===== config.mk =====
export PLATFORM = sky130hd
export DESIGN_NAME = vdh_front
export DESIGN_NICKNAME = d
export VERILOG_FILES = /design/src/rtl/vdh_pkg.sv /design/src/rtl/vdh_front.sv
export SDC_FILE = /design/constraint.sdc
export NUM_CORES = 2
export LEC_CHECK = 0
export ABC_CLOCK_PERIOD_IN_PS = 24600
export BUFFER_PORTS_ARGS = -buffer_cell sky130_fd_sc_hd__buf_4
export CAP_MARGIN = 20
export CORE_MARGIN = 3
export CORE_UTILIZATION = 50
export CTS_CLUSTER_SIZE = 24
export DETAILED_ROUTE_END_ITERATION = 6
export GPL_ROUTABILITY_DRIVEN = 0
export PLACE_DENSITY = 0.67
export REMOVE_ABC_BUFFERS = 1
export SETUP_SLACK_MARGIN = 0.15
export SYNTH_ARGS = -nofsm -noshare
export SYNTH_HDL_FRONTEND = slang
export SYNTH_SLANG_ARGS = --single-unit

===== constraint.sdc =====
create_clock -name clk -period 24.6 [get_ports clk]
set_clock_uncertainty 0.05 [all_clocks]
set_input_delay 3.69 -clock clk [delete_from_list [all_inputs] [get_ports clk]]
set_output_delay 3.69 -clock clk [all_outputs]
set_load 0.05 [all_outputs]

===== src/rtl/vdh_pkg.sv =====
`timescale 1ns / 1ps
`default_nettype none
// ----------------------------------------------------------------------------
// vdh_pkg: shared types and constants of the voxel density histogram
// Grid size, derived widths, register map, codes and the beat and command
// structures that pass between the front end, the queue and the back end.
// ----------------------------------------------------------------------------
package vdh_pkg;

  // Grid geometry: RES voxels along each axis.
  localparam int RES     = 16;
  localparam int CELL_W  = $clog2(RES);
  localparam int NCELLS  = RES * RES * RES;
  localparam int ADDR_W  = $clog2(NCELLS);

  // Center arithmetic widths: (2i+1)*voxel_km, twice the center, the center.
  localparam int PROD_W  = CELL_W + 20;
  localparam int TW_W    = CELL_W + 21;
  localparam int PX_W    = CELL_W + 20;
  localparam int DIST_W  = 2 * PX_W + 2;

  // Command queue between the front end and the back end.
  localparam int QDEPTH  = 2;
  localparam int QPTR_W  = $clog2(QDEPTH);
  localparam int QCNT_W  = $clog2(QDEPTH + 1);

  // Configuration port.
  localparam int PADDR_W = 6;
  localparam int PDATA_W = 64;

  localparam logic [2:0] REG_BOUND_KM      = 3'd0;
  localparam logic [2:0] REG_CELLS_PER_KM  = 3'd1;
  localparam logic [2:0] REG_VOXEL_KM      = 3'd2;
  localparam logic [2:0] REG_CORE_LIMIT_SQ = 3'd3;
  localparam logic [2:0] REG_HIGH_THRESH   = 3'd4;
  localparam logic [2:0] REG_MID_THRESH    = 3'd5;

  localparam logic [18:0] BOUND_KM_RST      = 19'd51025;
  localparam logic [23:0] CELLS_PER_KM_RST  = 24'd2630;
  localparam logic [18:0] VOXEL_KM_RST      = 19'd6378;
  localparam logic [39:0] CORE_LIMIT_SQ_RST = 40'd47449889;
  localparam logic [15:0] HIGH_THRESH_RST   = 16'd8;
  localparam logic [15:0] MID_THRESH_RST    = 16'd4;

  // Result kinds.
  localparam logic [2:0] KIND_ACK     = 3'd0;
  localparam logic [2:0] KIND_READING = 3'd1;
  localparam logic [2:0] KIND_ACTIVE  = 3'd2;
  localparam logic [2:0] KIND_SKIPPED = 3'd3;
  localparam logic [2:0] KIND_DONE    = 3'd4;

  // Color classes.
  localparam logic [1:0] COLOR_LOW    = 2'd0;
  localparam logic [1:0] COLOR_MEDIUM = 2'd1;
  localparam logic [1:0] COLOR_HIGH   = 2'd2;

  typedef enum logic [1:0] {
    MODE_CLEAR = 2'd0,
    MODE_ADD   = 2'd1,
    MODE_QUERY = 2'd2,
    MODE_SCAN  = 2'd3
  } vdh_mode_t;

  typedef enum logic [2:0] {
    ST_SWEEP,
    ST_IDLE,
    ST_ADD_WR,
    ST_QUERY_RD,
    ST_SCAN_SQ,
    ST_SCAN_SUM,
    ST_SCAN_CMP,
    ST_EMIT
  } vdh_state_t;

  typedef struct packed {
    logic [18:0] bound_km;
    logic [23:0] cells_per_km_q24;
    logic [18:0] voxel_km;
    logic [39:0] core_limit_sq;
    logic [15:0] high_threshold;
    logic [15:0] mid_threshold;
  } vdh_cfg_t;

  typedef struct packed {
    logic [1:0]         mode;
    logic signed [19:0] pos_x;
    logic signed [19:0] pos_y;
    logic signed [19:0] pos_z;
    logic               visible;
  } vdh_item_t;

  typedef struct packed {
    logic [2:0]         kind;
    logic [15:0]        count;
    logic [3:0]         cell_x;
    logic [3:0]         cell_y;
    logic [3:0]         cell_z;
    logic signed [19:0] center_x;
    logic signed [19:0] center_y;
    logic signed [19:0] center_z;
    logic [1:0]         color_class;
  } vdh_result_t;

  // Classified command handed from the front end to the back end.
  typedef struct packed {
    vdh_mode_t         mode;
    logic              in_range;
    logic              visible;
    logic [CELL_W-1:0] bin_x;
    logic [CELL_W-1:0] bin_y;
    logic [CELL_W-1:0] bin_z;
  } vdh_cmd_t;

endpackage
`default_nettype wire


===== src/rtl/vdh_front.sv =====
`timescale 1ns / 1ps
`default_nettype none
// ----------------------------------------------------------------------------
// vdh_front: input stage and position classifier
// Accepts item beats, bins each axis against the cube bounds and holds the
// classified command until the queue takes it.
// ----------------------------------------------------------------------------
module vdh_front import vdh_pkg::*; (
  input  logic      clk,
  input  logic      rst,
  input  vdh_cfg_t  cfg,
  input  logic      item_valid,
  output logic      item_stall,
  input  vdh_item_t item,
  input  logic      busy,
  input  logic      q_full,
  output logic      push,
  output vdh_cmd_t  cmd
);

  logic     cmd_valid;
  logic     accept;
  vdh_cmd_t cmd_next;
  logic [CELL_W:0] bx;
  logic [CELL_W:0] by;
  logic [CELL_W:0] bz;

  // Returns {inside, bin}: inside when |p| < bound and the bin is below RES.
  function automatic logic [CELL_W:0] axis_bin(logic signed [19:0] p,
                                               logic [18:0] b,
                                               logic [23:0] k);
    logic [19:0] mag;
    logic [19:0] sum;
    logic [43:0] prod;
    logic [19:0] q;
    logic        ok;
    mag  = p[19] ? (~p + 20'd1) : p;
    sum  = p + {1'b0, b};
    prod = 44'(sum) * 44'(k);
    q    = prod[43:24];
    ok   = (mag < {1'b0, b}) && (q < 20'(RES));
    return {ok, q[CELL_W-1:0]};
  endfunction

  // Hold off new beats while the command register waits or the store clears.
  assign item_stall = (cmd_valid && q_full) || busy;
  assign accept     = item_valid && !item_stall;
  assign push       = cmd_valid && !q_full;

  // Classify the incoming beat.
  always_comb begin
    bx = axis_bin(item.pos_x, cfg.bound_km, cfg.cells_per_km_q24);
    by = axis_bin(item.pos_y, cfg.bound_km, cfg.cells_per_km_q24);
    bz = axis_bin(item.pos_z, cfg.bound_km, cfg.cells_per_km_q24);
    cmd_next.mode     = vdh_mode_t'(item.mode);
    cmd_next.in_range = bx[CELL_W] && by[CELL_W] && bz[CELL_W];
    cmd_next.visible  = item.visible;
    cmd_next.bin_x    = bx[CELL_W-1:0];
    cmd_next.bin_y    = by[CELL_W-1:0];
    cmd_next.bin_z    = bz[CELL_W-1:0];
  end

  // Command register occupancy.
  always_ff @(posedge clk) begin
    if (rst) begin
      cmd_valid <= 1'b0;
    end else if (accept) begin
      cmd_valid <= 1'b1;
    end else if (push) begin
      cmd_valid <= 1'b0;
    end
  end

  // Command register payload.
  always_ff @(posedge clk) begin
    if (accept) begin
      cmd <= cmd_next;
    end
  end

endmodule
`default_nettype wire


**Word-level counts from Yosys, hierarchy flattened**

Cells that the tools add are included.
Widths: inputs -> output; s select.

- Add/subtract/negate cells: 6
- $mul: 3
- Divide/modulo/power cells: 0
- $lt $le $gt $ge: 6
- Equal/unequal tests: 0
- Shift-type cells: 0
- Muxes and demuxes: 5
- Bitwise operators: 3
- Reduce and logical (&&, ||, !) cells: 12

Operators with widths:

| kind | count |
|---|---|
| $mul 20x24->44 | 3 |
| $add 20x1->20 const B | 3 |
| $add 20x19->20 | 3 |
| $lt 20x19->1 | 3 |
| $lt 20x5->1 const B | 3 |
| $mux 20 | 3 |
| $not 20->20 | 3 |
| $logic_and 1x1->1 | 8 |
| $logic_not 1->1 | 2 |
| $mux 1 | 2 |
| $reduce_bool 2->1 | 1 |
| $logic_or 1x1->1 | 1 |

- Register bits: 17
- Bits in latches: 0
- RAM bits: 0
- Memory bits (read-only): 0
- Input port bits: 202
- Word-level logic and storage cells: 42
- Memories kept: 0

**Logic depth before layout (Yosys ltp)**

- Depth after elaboration: 7
- Gate-level depth with buffers: 42
- Mapped depth without buffers: 40

**Worst setup path after synthesis**

OpenSTA, ideal clock, no wires.

- Path type: input -> register
- From: input cfg[116] (netlist name)
- To: register cmd[13] (netlist name) (data pin)
- Setup time: 0.176 ns
- Arrival time: 12.413 ns
- Data required time: 24.374 ns
- Path slack: 11.961 ns
- Stages: 39
- Path buffers: 1
- Cells stage by stage: ha_1 > a21o_1 > a21oi_1 > nand2b_1 > a21boi_0 > o311a_1 > nor3_1 > nor2_1 > and2_1 > o21a_1 > nor2_1 > xnor2_1 > clkbuf_1 > nand2_1 > fa_1 > inv_1 > fa_1 > inv_1 > [3 not listed] > fa_1 > inv_1 > fa_1 > inv_1 > fa_1 > ha_1 > a211oi_1 > nor2_1 > or3_1 > nor4_2 > a2111oi_0 > nor3b_1 > xor2_1 > nand2_1 > nor4_1 > nand4b_1 > a2111o_1 > nor4_1

RTL lines:

| item | line | text |
|---|---|---|
| from (decl) | vdh_front.sv:11 | `input vdh_cfg_t cfg,` |
| to (signal assigned) | vdh_front.sv:77 | `cmd <= cmd_next;` |
| to (decl) | vdh_front.sv:18 | `output vdh_cmd_t cmd` |

==> impl_metrics.json <==
{
  "rsz0062_at_grt": "false",
  "report.final.setup_viol": 0,
  "rrSetupSlack_ns": 22.98,
  "hold_viol_final": 0,
  "rows": 116,
  "post_cts_buffers": 0,
  "insertion_delay_ns": 0.30,
  "chipHeight_um": 324.9,
  "startpoint": "cfg[116]",
  "vias": 39850,
  "drc": 0,
  "drtIter0Drc": 2798,
  "cts_tree": "built",
  "synth_top_family_by_area": "adder cells",
  "wl_per_cell_um": 20.15,
  "finish.utilization_pct": 53.35,
  "start_util_pct": 50.62,
  "worst-path-buf-inv": 5,
  "stdcell_count": 7184,
  "slowest_delay_ns": 0.58,
  "crit_arrival_ns": 15.00,
  "status": "finished clean",
  "grt_max_degree": 61,
  "final_nets": 7771,
  "ys_warn_count": 0,
  "area_growth_syn_to_layout_pct": 5.392,
  "die_area_um2": 105500,
  "synth_edf_count": 16,
  "synthCells": 5914,
  "fmax_ghz": 0.06672,
  "io_buffers": 128,
  "criticalPathCategory": "input port to register",
  "final_layout_size_suffix_gt1_share_pct": 4.692,
  "drtAntennaViolNets": 0,
  "num_io_pins": 220,
  "min_period_over_period_pct": 60.93,
  "synth-seq-cells": 17,
  "synth_compound_area_share_pct": 6.000,
  "holdCritPathClass": "register to register",
  "regToRegEndpoint": "cmd[4]",
  "synth_fa_ha_area_share_pct": 60.41,
  "relSlewSlack_pct": 27.15,
  "synthDistinctLibCells": 81,
  "drtPass1Iterations": 6,
  "routed_wl_um": 144700,
  "synth_area_um2": 50840,
  "grt_usage_pct": 28.31,
  "grt_pass1_vias": 42010,
  "synthMuxAreaShare_pct": 0.1846,
  "worst_r2r_path_depth": 2,
  "cts-root-buf": "clkbuf_16",
  "slew_violations": 0,
  "cts_hold_buffers": 0,
  "critPathRequiredTime_ns": 24.61,
  "dpl.cell_count": 7171,
  "grt_overflow": 0,
  "die_x_um": 324.9,
  "core_region_area_um2": 100400,
  "maxCapViolCount": 0,
  "synth_seq_area_share_pct": 0.9844,
  "path_clk_slew_ns": 0.11,
  "crit_path_frequent_cell": "fa_1",
  "grt_antenna_before_repair": 12,
  "synth_ff_type": "edfxtp_1",
  "numCtsBuffers": 3,
  "critPathTopFamily": "compound AO/OA/AOI/OAI gates",
  "tns_ns": 0,
  "htree_levels": 1,
  "min_period_ns": 14.99,
  "worstMarginPinSlew_ns": 1.093,
  "clockBufferDepth": 2,
  "synth-simple-area-share_pct": 18.02,
  "worstSetupStartpointType": "input port",
  "cp_max_fo": 24,
  "clock-sinks": 17,
  "end_kind": "register",
  "cts-resized-gates": 0,
  "grt_pass1_wl_um": 235000,
  "hpwl_um": 111900,
  "async_reset_ff_share_pct": 0,
  "crit_cells": 37,
  "synth.avg_cell_area_um2": 8.596,
  "synth_xor_area_share_pct": 2.370,
  "min_delay_path_depth": 2,
  "crit-reg2reg-launch": "cmd_valid",
  "vias_per_cell": 5.547,
  "endpoint": "cmd[13]",
  "crit_slowest_cell": "a21oi_1"
}
[how the worst min path moves through the flow]
stage | endpoint | slack, ns | from
2_1_floorplan | cmd_valid | 0.42 | cmd_valid
3_3_place_gp | cmd_valid | 0.44 | cmd_valid
3_5_place_dp | cmd_valid | 0.45 | cmd_valid
4_1_cts | cmd_valid | 0.47 | cmd_valid
5_1_grt | cmd_valid | 0.51 | cmd_valid
6_report | cmd_valid | 0.47 | cmd_valid
[tightest hold or removal path: cells and delay by family (launching register included)]
kind | cells | cell delay [ns]
AOI/OAI and AO/OA | 1 | 0.07
DFF | 1 | 0.35
and+or+nand+nor | 1 | 0.07
[area by class of cell]
cell class              count  area (um2)
fillers                  9491       46860
inverters                1333        5004
repair buffers            195        1484
clock buffers               3       75.07
well taps                1357        1698
clock inverters             1       7.507
flip-flops and latches     17       500.5
multi-input cells        4270       44790
diodes                      8       20.02
[registers in the layout (all words and copies together), names as in the netlist]
name,flops
cmd_valid,1
cmd,16
[cell families after synthesis]
kind of cell               after synthesis
xor gates and xnor gates               136
DFF                                     17
muxes                                    9
AOI/OAI and AO/OA                      464
adders and majority gates             1749
and+or+nand+nor                       1912
buffers and inverters                 1627
[through the flow]
step / hold slack, ns / cell area, um2 / worst slack (ns)
3_3_place_gp: 0.4377 / 53450 / 9.488
6_report: 0.4677 / 53580 / 9.611
2_1_floorplan: 0.4210 / 49730 / 11.61
3_5_place_dp: 0.4499 / 53450 / 9.387
5_1_grt: 0.5101 / 53570 / 8.958
4_1_cts: 0.4722 / 53530 / 9.730
[cells in the final DEF (no fill, tap or decap), types with 24 or more instances in the layout]
cell	n
o21a_1	24
nor2_1	110
and2_1	419
buf_4	194
fa_1	1176
nand4_1	28
nand2_1	1000
o21ai_0	89
nor3_1	39
xnor2_1	82
inv_1	1333
a21oi_1	133
ha_1	573
nor2b_1	126
nand3_1	43
a21o_1	56
nand2b_1	49
[per-layer routing]
| metal | part of all wire (%) | track usage [%] | vias up |
|---|---|---|---|
| met4 | 4.2 | 10.78 | 6 |
| met5 | 0.024 | 0 | - |
| met3 | 8.5 | 3.894 | 266 |
| met1 | 41 | 38.82 | 20410 |
| met2 | 46 | 45.88 | 1667 |
| li1 | - | - | 17500 |
[synth_stat cells, types with 28 or more instances]
cell type / count / share of area, %
nor2b_1: 126 / 1.6
nor2_1: 113 / 0.83
nand2b_1: 49 / 0.60
a21oi_1: 136 / 1.3
ha_1: 573 / 14
nand2_1: 1000 / 7.4
inv_1: 1333 / 9.8
nand3_1: 43 / 0.42
clkbuf_1: 291 / 2.1
and2_1: 420 / 5.2
xnor2_1: 113 / 1.9
fa_1: 1176 / 46
o21ai_0: 89 / 0.88
nor3_1: 39 / 0.38
nand4_1: 28 / 0.34
a21o_1: 56 / 0.83
Power is not shown: default switching activity piles up to over one toggle a cycle in this logic, so the estimate is an artifact.
