## src/rtl/vdh_pkg.sv

```systemverilog
`timescale 1ns / 1ps
`default_nettype none
// ----------------------------------------------------------------------------
// vdh_pkg: shared types and constants of the voxel density histogram
// Grid size, derived widths, register map, codes and the beat and command
// structures that pass between the front end, the queue and the back end.
// ----------------------------------------------------------------------------
package vdh_pkg;

  // Grid geometry: RES voxels along each axis.
  localparam int RES     = 16;
  localparam int CELL_W  = $clog2(RES);
  localparam int NCELLS  = RES * RES * RES;
  localparam int ADDR_W  = $clog2(NCELLS);

  // Center arithmetic widths: (2i+1)*voxel_km, twice the center, the center.
  localparam int PROD_W  = CELL_W + 20;
  localparam int TW_W    = CELL_W + 21;
  localparam int PX_W    = CELL_W + 20;
  localparam int DIST_W  = 2 * PX_W + 2;

  // Command queue between the front end and the back end.
  localparam int QDEPTH  = 2;
  localparam int QPTR_W  = $clog2(QDEPTH);
  localparam int QCNT_W  = $clog2(QDEPTH + 1);

  // Configuration port.
  localparam int PADDR_W = 6;
  localparam int PDATA_W = 64;

  localparam logic [2:0] REG_BOUND_KM      = 3'd0;
  localparam logic [2:0] REG_CELLS_PER_KM  = 3'd1;
  localparam logic [2:0] REG_VOXEL_KM      = 3'd2;
  localparam logic [2:0] REG_CORE_LIMIT_SQ = 3'd3;
  localparam logic [2:0] REG_HIGH_THRESH   = 3'd4;
  localparam logic [2:0] REG_MID_THRESH    = 3'd5;

  localparam logic [18:0] BOUND_KM_RST      = 19'd51025;
  localparam logic [23:0] CELLS_PER_KM_RST  = 24'd2630;
  localparam logic [18:0] VOXEL_KM_RST      = 19'd6378;
  localparam logic [39:0] CORE_LIMIT_SQ_RST = 40'd47449889;
  localparam logic [15:0] HIGH_THRESH_RST   = 16'd8;
  localparam logic [15:0] MID_THRESH_RST    = 16'd4;

  // Result kinds.
  localparam logic [2:0] KIND_ACK     = 3'd0;
  localparam logic [2:0] KIND_READING = 3'd1;
  localparam logic [2:0] KIND_ACTIVE  = 3'd2;
  localparam logic [2:0] KIND_SKIPPED = 3'd3;
  localparam logic [2:0] KIND_DONE    = 3'd4;

  // Color classes.
  localparam logic [1:0] COLOR_LOW    = 2'd0;
  localparam logic [1:0] COLOR_MEDIUM = 2'd1;
  localparam logic [1:0] COLOR_HIGH   = 2'd2;

  typedef enum logic [1:0] {
    MODE_CLEAR = 2'd0,
    MODE_ADD   = 2'd1,
    MODE_QUERY = 2'd2,
    MODE_SCAN  = 2'd3
  } vdh_mode_t;

  typedef enum logic [2:0] {
    ST_SWEEP,
    ST_IDLE,
    ST_ADD_WR,
    ST_QUERY_RD,
    ST_SCAN_SQ,
    ST_SCAN_SUM,
    ST_SCAN_CMP,
    ST_EMIT
  } vdh_state_t;

  typedef struct packed {
    logic [18:0] bound_km;
    logic [23:0] cells_per_km_q24;
    logic [18:0] voxel_km;
    logic [39:0] core_limit_sq;
    logic [15:0] high_threshold;
    logic [15:0] mid_threshold;
  } vdh_cfg_t;

  typedef struct packed {
    logic [1:0]         mode;
    logic signed [19:0] pos_x;
    logic signed [19:0] pos_y;
    logic signed [19:0] pos_z;
    logic               visible;
  } vdh_item_t;

  typedef struct packed {
    logic [2:0]         kind;
    logic [15:0]        count;
    logic [3:0]         cell_x;
    logic [3:0]         cell_y;
    logic [3:0]         cell_z;
    logic signed [19:0] center_x;
    logic signed [19:0] center_y;
    logic signed [19:0] center_z;
    logic [1:0]         color_class;
  } vdh_result_t;

  // Classified command handed from the front end to the back end.
  typedef struct packed {
    vdh_mode_t         mode;
    logic              in_range;
    logic              visible;
    logic [CELL_W-1:0] bin_x;
    logic [CELL_W-1:0] bin_y;
    logic [CELL_W-1:0] bin_z;
  } vdh_cmd_t;

endpackage
`default_nettype wire

```

## src/rtl/vdh_queue.sv

```systemverilog
`timescale 1ns / 1ps
`default_nettype none
// ----------------------------------------------------------------------------
// vdh_queue: command queue
// A short first-in first-out buffer of classified commands so that the front
// end and the back end stall independently.
// ----------------------------------------------------------------------------
module vdh_queue import vdh_pkg::*; (
  input  logic     clk,
  input  logic     rst,
  input  logic     push,
  input  vdh_cmd_t push_cmd,
  input  logic     pop,
  output vdh_cmd_t head,
  output logic     full,
  output logic     empty
);

  vdh_cmd_t          entries [QDEPTH];
  logic [QPTR_W-1:0] wr_ptr;
  logic [QPTR_W-1:0] rd_ptr;
  logic [QCNT_W-1:0] fill;
  logic              do_push;
  logic              do_pop;

  assign full    = (fill == QCNT_W'(QDEPTH));
  assign empty   = (fill == '0);
  assign do_push = push && !full;
  assign do_pop  = pop && !empty;
  assign head    = entries[rd_ptr];

  // Pointers and fill level.
  always_ff @(posedge clk) begin
    if (rst) begin
      wr_ptr <= '0;
      rd_ptr <= '0;
      fill   <= '0;
    end else begin
      if (do_push) begin
        wr_ptr <= (wr_ptr == QPTR_W'(QDEPTH - 1)) ? '0 : wr_ptr + 1'b1;
      end
      if (do_pop) begin
        rd_ptr <= (rd_ptr == QPTR_W'(QDEPTH - 1)) ? '0 : rd_ptr + 1'b1;
      end
      if (do_push && !do_pop) begin
        fill <= fill + 1'b1;
      end else if (do_pop && !do_push) begin
        fill <= fill - 1'b1;
      end
    end
  end

  // Entry storage.
  always_ff @(posedge clk) begin
    if (do_push) begin
      entries[wr_ptr] <= push_cmd;
    end
  end

endmodule
`default_nettype wire

```

## config.mk

```make
export PLATFORM = sky130hd
export DESIGN_NAME = vdh_queue
export DESIGN_NICKNAME = d
export VERILOG_FILES = /design/src/rtl/vdh_pkg.sv /design/src/rtl/vdh_queue.sv
export SDC_FILE = /design/constraint.sdc
export NUM_CORES = 1
export LEC_CHECK = 0
export BUFFER_PORTS_ARGS = -buffer_cell sky130_fd_sc_hd__buf_4
export CAP_MARGIN = 5
export CORE_MARGIN = 2
export CORE_UTILIZATION = 40
export DETAILED_ROUTE_END_ITERATION = 10
export PLACE_DENSITY_LB_ADDON = 0.2
export SLEW_MARGIN = 20
export SYNTH_ARGS = -nofsm -noshare
export SYNTH_HDL_FRONTEND = slang
export SYNTH_SLANG_ARGS = --single-unit
export TNS_END_PERCENT = 100
```

## constraint.sdc

```tcl
create_clock -name clk -period 1.5 [get_ports clk]
set_input_delay 0.3 -clock clk [delete_from_list [all_inputs] [get_ports clk]]
set_output_delay 0.3 -clock clk [all_outputs]
set_load 0.01 [all_outputs]
```

# --- After elaboration in Yosys (flattened, before gate mapping) ---
# Memories as Yosys holds them, arrays and structs flattened. A register that Yosys moved wholly into a read port is not among the register bits.
# Cells that the tools add are included.
classes:
  addsub: 4
  n_eq_ne: 1
  n_mux: 8
  n_reduce_logical: 10
ops:
  columns: ["operator", "count"]
  rows:
  - ["1-bit 2-to-1 mux", 6]
  - ["1-bit logical AND", 4]
  - ["1-bit zero test", 4]
  - ["2-bit 2-to-1 mux", 2]
  - ["1-bit adder, second input constant", 2]
  - ["2-bit by 1-bit adder with 2-bit output, second input constant", 1]
  - ["2-bit equality test, second input constant", 1]
  - ["2-bit zero test", 1]
  - ["2-bit nonzero test", 1]
  - ["2-bit by 1-bit subtractor with 2-bit output, second input constant", 1]
totals:
  ff_bits: 4
  ramBits: 32
  output_inout_bits: 18
  memories: 1
memory_table:
  columns: ["name", "words", "width", "rd", "rd_clocked_by_memory_dff", "write_ports", "line_no", "rtl"]
  rows:
  - ["entries", 2, 16, 1, 1, 1, "vdh_queue.sv:19", "vdh_cmd_t entries [QDEPTH];"]

# --- Longest topological paths before layout ---
depth:
  ltp_word: 7
  ltp_mapped: 6

# --- Worst setup path before layout ---
# OpenSTA, ideal clock, no wires.
synth_path:
  kind: "reg2reg"
  start: "reg fill[1]"
  end: "mem entries[0][0] (netlist name), enable pin"
  t_arrival_ns: 1.156
  required_ns: 1.136
  slack_ns: -0.019
  path_stages_with_launch: 4
  synth_period_minus_slack_ns: 1.519
  path_cell_list: "dfxtp_1 nor2b_2 or3_1 inv_1"
synth_via:
  elab_chain_cells: 5
synth_rtl:
  columns: ["item", "line_no", "rtl"]
  rows:
  - ["start: declaration", "vdh_queue.sv:22", "logic [QCNT_W-1:0] fill;"]
  - ["start signal: assignment", "vdh_queue.sv:46", "fill <= fill + 1'b1;"]
  - ["start signal: assignment", "vdh_queue.sv:48", "fill <= fill - 1'b1;"]
  - ["2-bit equality test", "vdh_queue.sv:26", "assign full = (fill == QCNT_W'(QDEPTH));"]
  - ["via full", "vdh_queue.sv:15", "output logic full,"]
  - ["1-bit zero test", "vdh_queue.sv:28", "assign do_push = push && !full;"]
  - ["1-bit logical AND", "vdh_queue.sv:28", null]
  - ["1-bit 2-to-1 mux", "vdh_queue.sv:55", "if (do_push) begin"]
  - ["1-bit 2-to-1 mux (not written as such)", "vdh_queue.sv:56", "entries[wr_ptr] <= push_cmd;"]
  - ["end: declaration", "vdh_queue.sv:19", null]
# The timed path passes the listed nets, and every way through them passes these cells.

==> report_table.html <==
<table>
<tr><th>Metric</th><th>Value</th></tr>
<tr><th colspan="2">Place</th></tr>
<tr><td>Cells after DPL</td><td>162</td></tr>
<tr><td>Hpwl dp</td><td>1.60 mm</td></tr>
<tr><td>Setup Slack @ Placement</td><td>-71.3 ps</td></tr>
<tr><td>Cell area after placement</td><td>1760 sq um</td></tr>
<tr><td>Routability congestion estimate</td><td>0.646</td></tr>
<tr><td>Port bufs</td><td>37</td></tr>
<tr><th colspan="2">Clock tree</th></tr>
<tr><td>Hold bufs inserted after CTS</td><td>0</td></tr>
<tr><td>Clock latency reported for the late side of the worst-skew pair</td><td>340 ps</td></tr>
<tr><td>Clock buffer depth</td><td>2</td></tr>
<tr><td>Num Clock Sinks</td><td>37</td></tr>
<tr><td>CTS clock-pin slew for the worst setup and hold paths</td><td>110 ps</td></tr>
<tr><td>CTS H-tree depth</td><td>2</td></tr>
<tr><td>Inserted Clock Buffers</td><td>5</td></tr>
<tr><td>CTS root buffer</td><td>sky130_fd_sc_hd__clkbuf_4</td></tr>
<tr><td>CTS tree</td><td>yes</td></tr>
<tr><th colspan="2">Global route</th></tr>
<tr><td>Maximum number of pins on one net before global-route repair</td><td>17</td></tr>
<tr><td>Number of global-route vias before repair</td><td>840</td></tr>
<tr><td>Global-route congestion overflow total</td><td>0</td></tr>
<tr><td>Overall track demand over capacity in global routing</td><td>0.134</td></tr>
<tr><td>Initial antenna violation count</td><td>0</td></tr>
<tr><td>First-pass GRT wire length</td><td>3.91 mm</td></tr>
<tr><th colspan="2">Job</th></tr>
<tr><td># Max-Cap Violations</td><td>0</td></tr>
<tr><th colspan="2">Layout</th></tr>
<tr><td>Leading cell type in the layout, fill and taps excluded</td><td>sky130_fd_sc_hd__edfxtp_1</td></tr>
<tr><td>Number of filler cells placed in the layout</td><td>275</td></tr>
<tr><td>Post-Layout Cell Count</td><td>172</td></tr>
<tr><td>Most used cells in the layout excluding fill and tap cells</td><td>sky130_fd_sc_hd__edfxtp_1 (32), sky130_fd_sc_hd__buf_4 (26), sky130_fd_sc_hd__mux2_4 (16), sky130_fd_sc_hd__buf_6 (16)</td></tr>
<tr><td>Layout cells sized above 1</td><td>0.595</td></tr>
<tr><td>Final net count</td><td>146</td></tr>
<tr><td>Area growth from synthesis to layout</td><td>47.8%</td></tr>
<tr><td>Ant. Diodes</td><td>0</td></tr>
<tr><td>Post-route design area</td><td>2020 sq um</td></tr>
<tr><th colspan="2">Pwr</th></tr>
<tr><td>Worst supply voltage drop on vdd</td><td>0.845 mV</td></tr>
<tr><td>Leakage power total</td><td>0.000812 uW</td></tr>
<tr><td>Ratio of total power to cell area</td><td>1720 nW/um^2</td></tr>
<tr><th colspan="2">Timing</th></tr>
<tr><td>Accumulated negative setup slack</td><td>-1390 ps</td></tr>
<tr><td>Largest clock skew in the final design</td><td>8.45 ps</td></tr>
<tr><td>Final max-slew violation count</td><td>0</td></tr>
<tr><td>Rel. slew slack</td><td>0.856</td></tr>
<tr><td>Final setup vio count</td><td>16</td></tr>
<tr><td>Measured slew at the worst slew-check pin</td><td>214 ps</td></tr>
<tr><td>PnR worst setup slack</td><td>-91.9 ps</td></tr>
<tr><td>Unrepaired setup endpoints after global routing</td><td>yes</td></tr>
<tr><td>Part of the cycle the worst path needs</td><td>1.06</td></tr>
<tr><td>Highest attainable clock frequency</td><td>628 MHz</td></tr>
<tr><td>Min cycle time layout</td><td>1590 ps</td></tr>
<tr><td>Hold Fails Final Rpt</td><td>0</td></tr>
<tr><th colspan="2">Detailed routing</th></tr>
<tr><td>Vias after detailed routing</td><td>roughly 780</td></tr>
<tr><td>Detailed-route DRC error count</td><td>0</td></tr>
<tr><td>Remaining antenna violation count</td><td>0</td></tr>
<tr><td>Per-cell via count in the routed design</td><td>~4.5</td></tr>
<tr><td>Total wire length after detailed routing</td><td>2.37 mm</td></tr>
<tr><td>Number of DRC markers in iteration 0</td><td>4</td></tr>
<tr><td>DRT Pass-1 Iters</td><td>2</td></tr>
<tr><td>Drt wl/cell</td><td>13.8 um</td></tr>
<tr><th colspan="2">Floorplanning</th></tr>
<tr><td>Effective utilization at floorplan</td><td>0.413</td></tr>
<tr><td>Number of rows in the core area</td><td>21</td></tr>
<tr><td>Die Footprint</td><td>3910 sq um</td></tr>
<tr><td>Die W</td><td>~63 um</td></tr>
<tr><td>Placeable core region</td><td>3310 sq um</td></tr>
<tr><td>Io pins</td><td>38</td></tr>
<tr><td>Vertical die dimension</td><td>62.5 um</td></tr>
<tr><th colspan="2">Worst setup path</th></tr>
<tr><td>Endpoint required time on the critical path</td><td>roughly 1200 ps</td></tr>
<tr><td>Endpoint of the lowest-slack register-to-register path</td><td>fill[1]$_SDFFE_PP0P_</td></tr>
<tr><td>Cell-by-cell listing of the critical path</td><td>buf_8, mux2_4, buf_6</td></tr>
<tr><td>Reg-to-reg critical path startpoint</td><td>fill[0]$_SDFFE_PP0P_</td></tr>
<tr><td>Critical path type</td><td>reg -&gt; out</td></tr>
<tr><td>Setup slack on the worst flop-to-flop path</td><td>50 ps</td></tr>
<tr><td>Critical Path Start Type</td><td>flop</td></tr>
<tr><td>Maximum fanout along the worst path</td><td>8</td></tr>
<tr><td>Setup crit end kind</td><td>output port</td></tr>
<tr><td>Arrival @ worst endpoint</td><td>roughly 1300 ps</td></tr>
<tr><td>Max incr delay on CP</td><td>370 ps</td></tr>
<tr><td>Crit path max-delay cell type</td><td>sky130_fd_sc_hd__dfxtp_2</td></tr>
<tr><td>Number of cells traversed by the worst register-to-register path</td><td>5</td></tr>
<tr><th colspan="2">Synthesis</th></tr>
<tr><td>Seq/Total Area, Yosys</td><td>0.775</td></tr>
<tr><td>FF+latch count, synth</td><td>37</td></tr>
<tr><td>Number of different library cells in the post-synthesis netlist</td><td>13</td></tr>
<tr><td>Cell Area, Synth</td><td>1370 sq um</td></tr>
<tr><td>Synthesized area per cell</td><td>18.3 sq um</td></tr>
<tr><td>Number of nets in the synthesized netlist</td><td>96</td></tr>
<tr><td>Cells after Synth</td><td>75</td></tr>
<tr><td>Yosys warnings</td><td>0</td></tr>
<tr><th colspan="2">Worst hold path</th></tr>
<tr><td>Hold Crit Class</td><td>in -&gt; reg</td></tr>
<tr><td>Number of cells traversed by the worst hold path</td><td>1</td></tr>
<tr><td>Worst Hold Endpoint</td><td>entries[0][13]$_DFFE_PP_</td></tr>
<tr><td>Hold Startpoint</td><td>push_cmd[13]</td></tr>
<tr><th colspan="2">Outcome</th></tr>
<tr><td>Violations in the final reports</td><td>setup timing</td></tr>
<tr><td>Run status</td><td>finished, violations left</td></tr>
</table>
==> worst max path at each step <==
| stage | startpoint | slack, ps | endpoint |
|---|---|---|---|
| 2_1_floorplan | fill[1]$_SDFFE_PP0P_ | 10 | fill[1]$_SDFFE_PP0P_ |
| 3_5_place_dp | fill[1]$_SDFFE_PP0P_ | -70 | fill[1]$_SDFFE_PP0P_ |
| 6_report | flop | -90 | head[4] |
| 3_3_place_gp | fill[1]$_SDFFE_PP0P_ | 50 | fill[1]$_SDFFE_PP0P_ |
| 5_1_grt | flop | -150 | head[4] |
| 4_1_cts | flop | -120 | head[5] |
==> metrics by stage <==
step                total power (uW)   util  hold WS [ps]
floorplan                       1900      -           369
global placement                2330  0.530           475
detailed placement              2370  0.530           490
CTS                             3500  0.607           119
global route                    3660  0.611           110
finish                          3490  0.611           137
==> worst max-delay path: cells and delay by family (launching register included) <==
family                 cells  cell delay [ps]
multiplexers               1              310
buffers and inverters      2              270
flip-flops                 1              370
==> cell usage after synthesis, drive strengths merged <==
library cell	n	area [sq um]
or3	2	12.5
inv	2	7.51
a21oi	2	10.0
dfxtp	5	100
o21ai	3	15.0
nor2b	1	8.76
nor2	5	18.8
edfxtp	32	961
buf	2	10.0
ha	1	12.5
and2	1	6.26
xor2	3	26.3
mux2	16	180
==> sequential cells by signal, summed over array words and instances (netlist names), named ones only <==
| signal | cells |
|---|---|
| fill | 2 |
| wr_ptr | 1 |
| entries | 32 |
| rd_ptr | 1 |
==> per-layer routing <==
| metal | vias to the layer above | GRT usage | share of wire |
|---|---|---|---|
| met1 | 371 | 0.148 | 0.41 |
| met5 | - | 0 | 0 |
| li1 | 380 | - | - |
| met2 | 25 | 0.226 | 0.51 |
| met4 | 0 | 0.0667 | 0.019 |
| met3 | 6 | 0.0523 | 0.057 |
==> final cells by class <==
cell class | instances | area, sq um | area share
inverters | 2 | 11.3 | 0.00557
flip-flops and latches | 37 | 1070 | 0.528
multi-input cells | 34 | 359 | 0.177
repair buffers | 45 | 425 | 0.210
clock buffers | 5 | 37.5 | 0.0186
well taps | 46 | 57.6 | 0.0284
clock inverters | 3 | 65.1 | 0.0322
==> what timing repair did <==
action                                  4_1_cts  5_1_grt
gates resized for setup                      41        2
pin swaps                                     1        1
buffers inserted                              1        1
endpoints found under the setup margin       17       17
==> kinds of logic (layout without fill, tap and decap cells) <==
kind of cell	count (synthesis)	count (layout)	synth area share
AOI/OAI and AO/OA	5	5	0.0183
xor gates and xnor gates	3	3	0.0192
adders and majority gates	1	1	0.00914
buffers and inverters	4	55	0.0128
DFF	37	37	0.775
muxes	16	16	0.132
and+or+nand+nor	9	9	0.0338
==> power breakdown <==
group	switching [uW]	leakage (uW)	internal [uW]
Sequential	75.8	0.000341	1310
Clock	316	0.0000552	516
Combinational	506	0.000416	762
(Power assumes the default switching activity.)
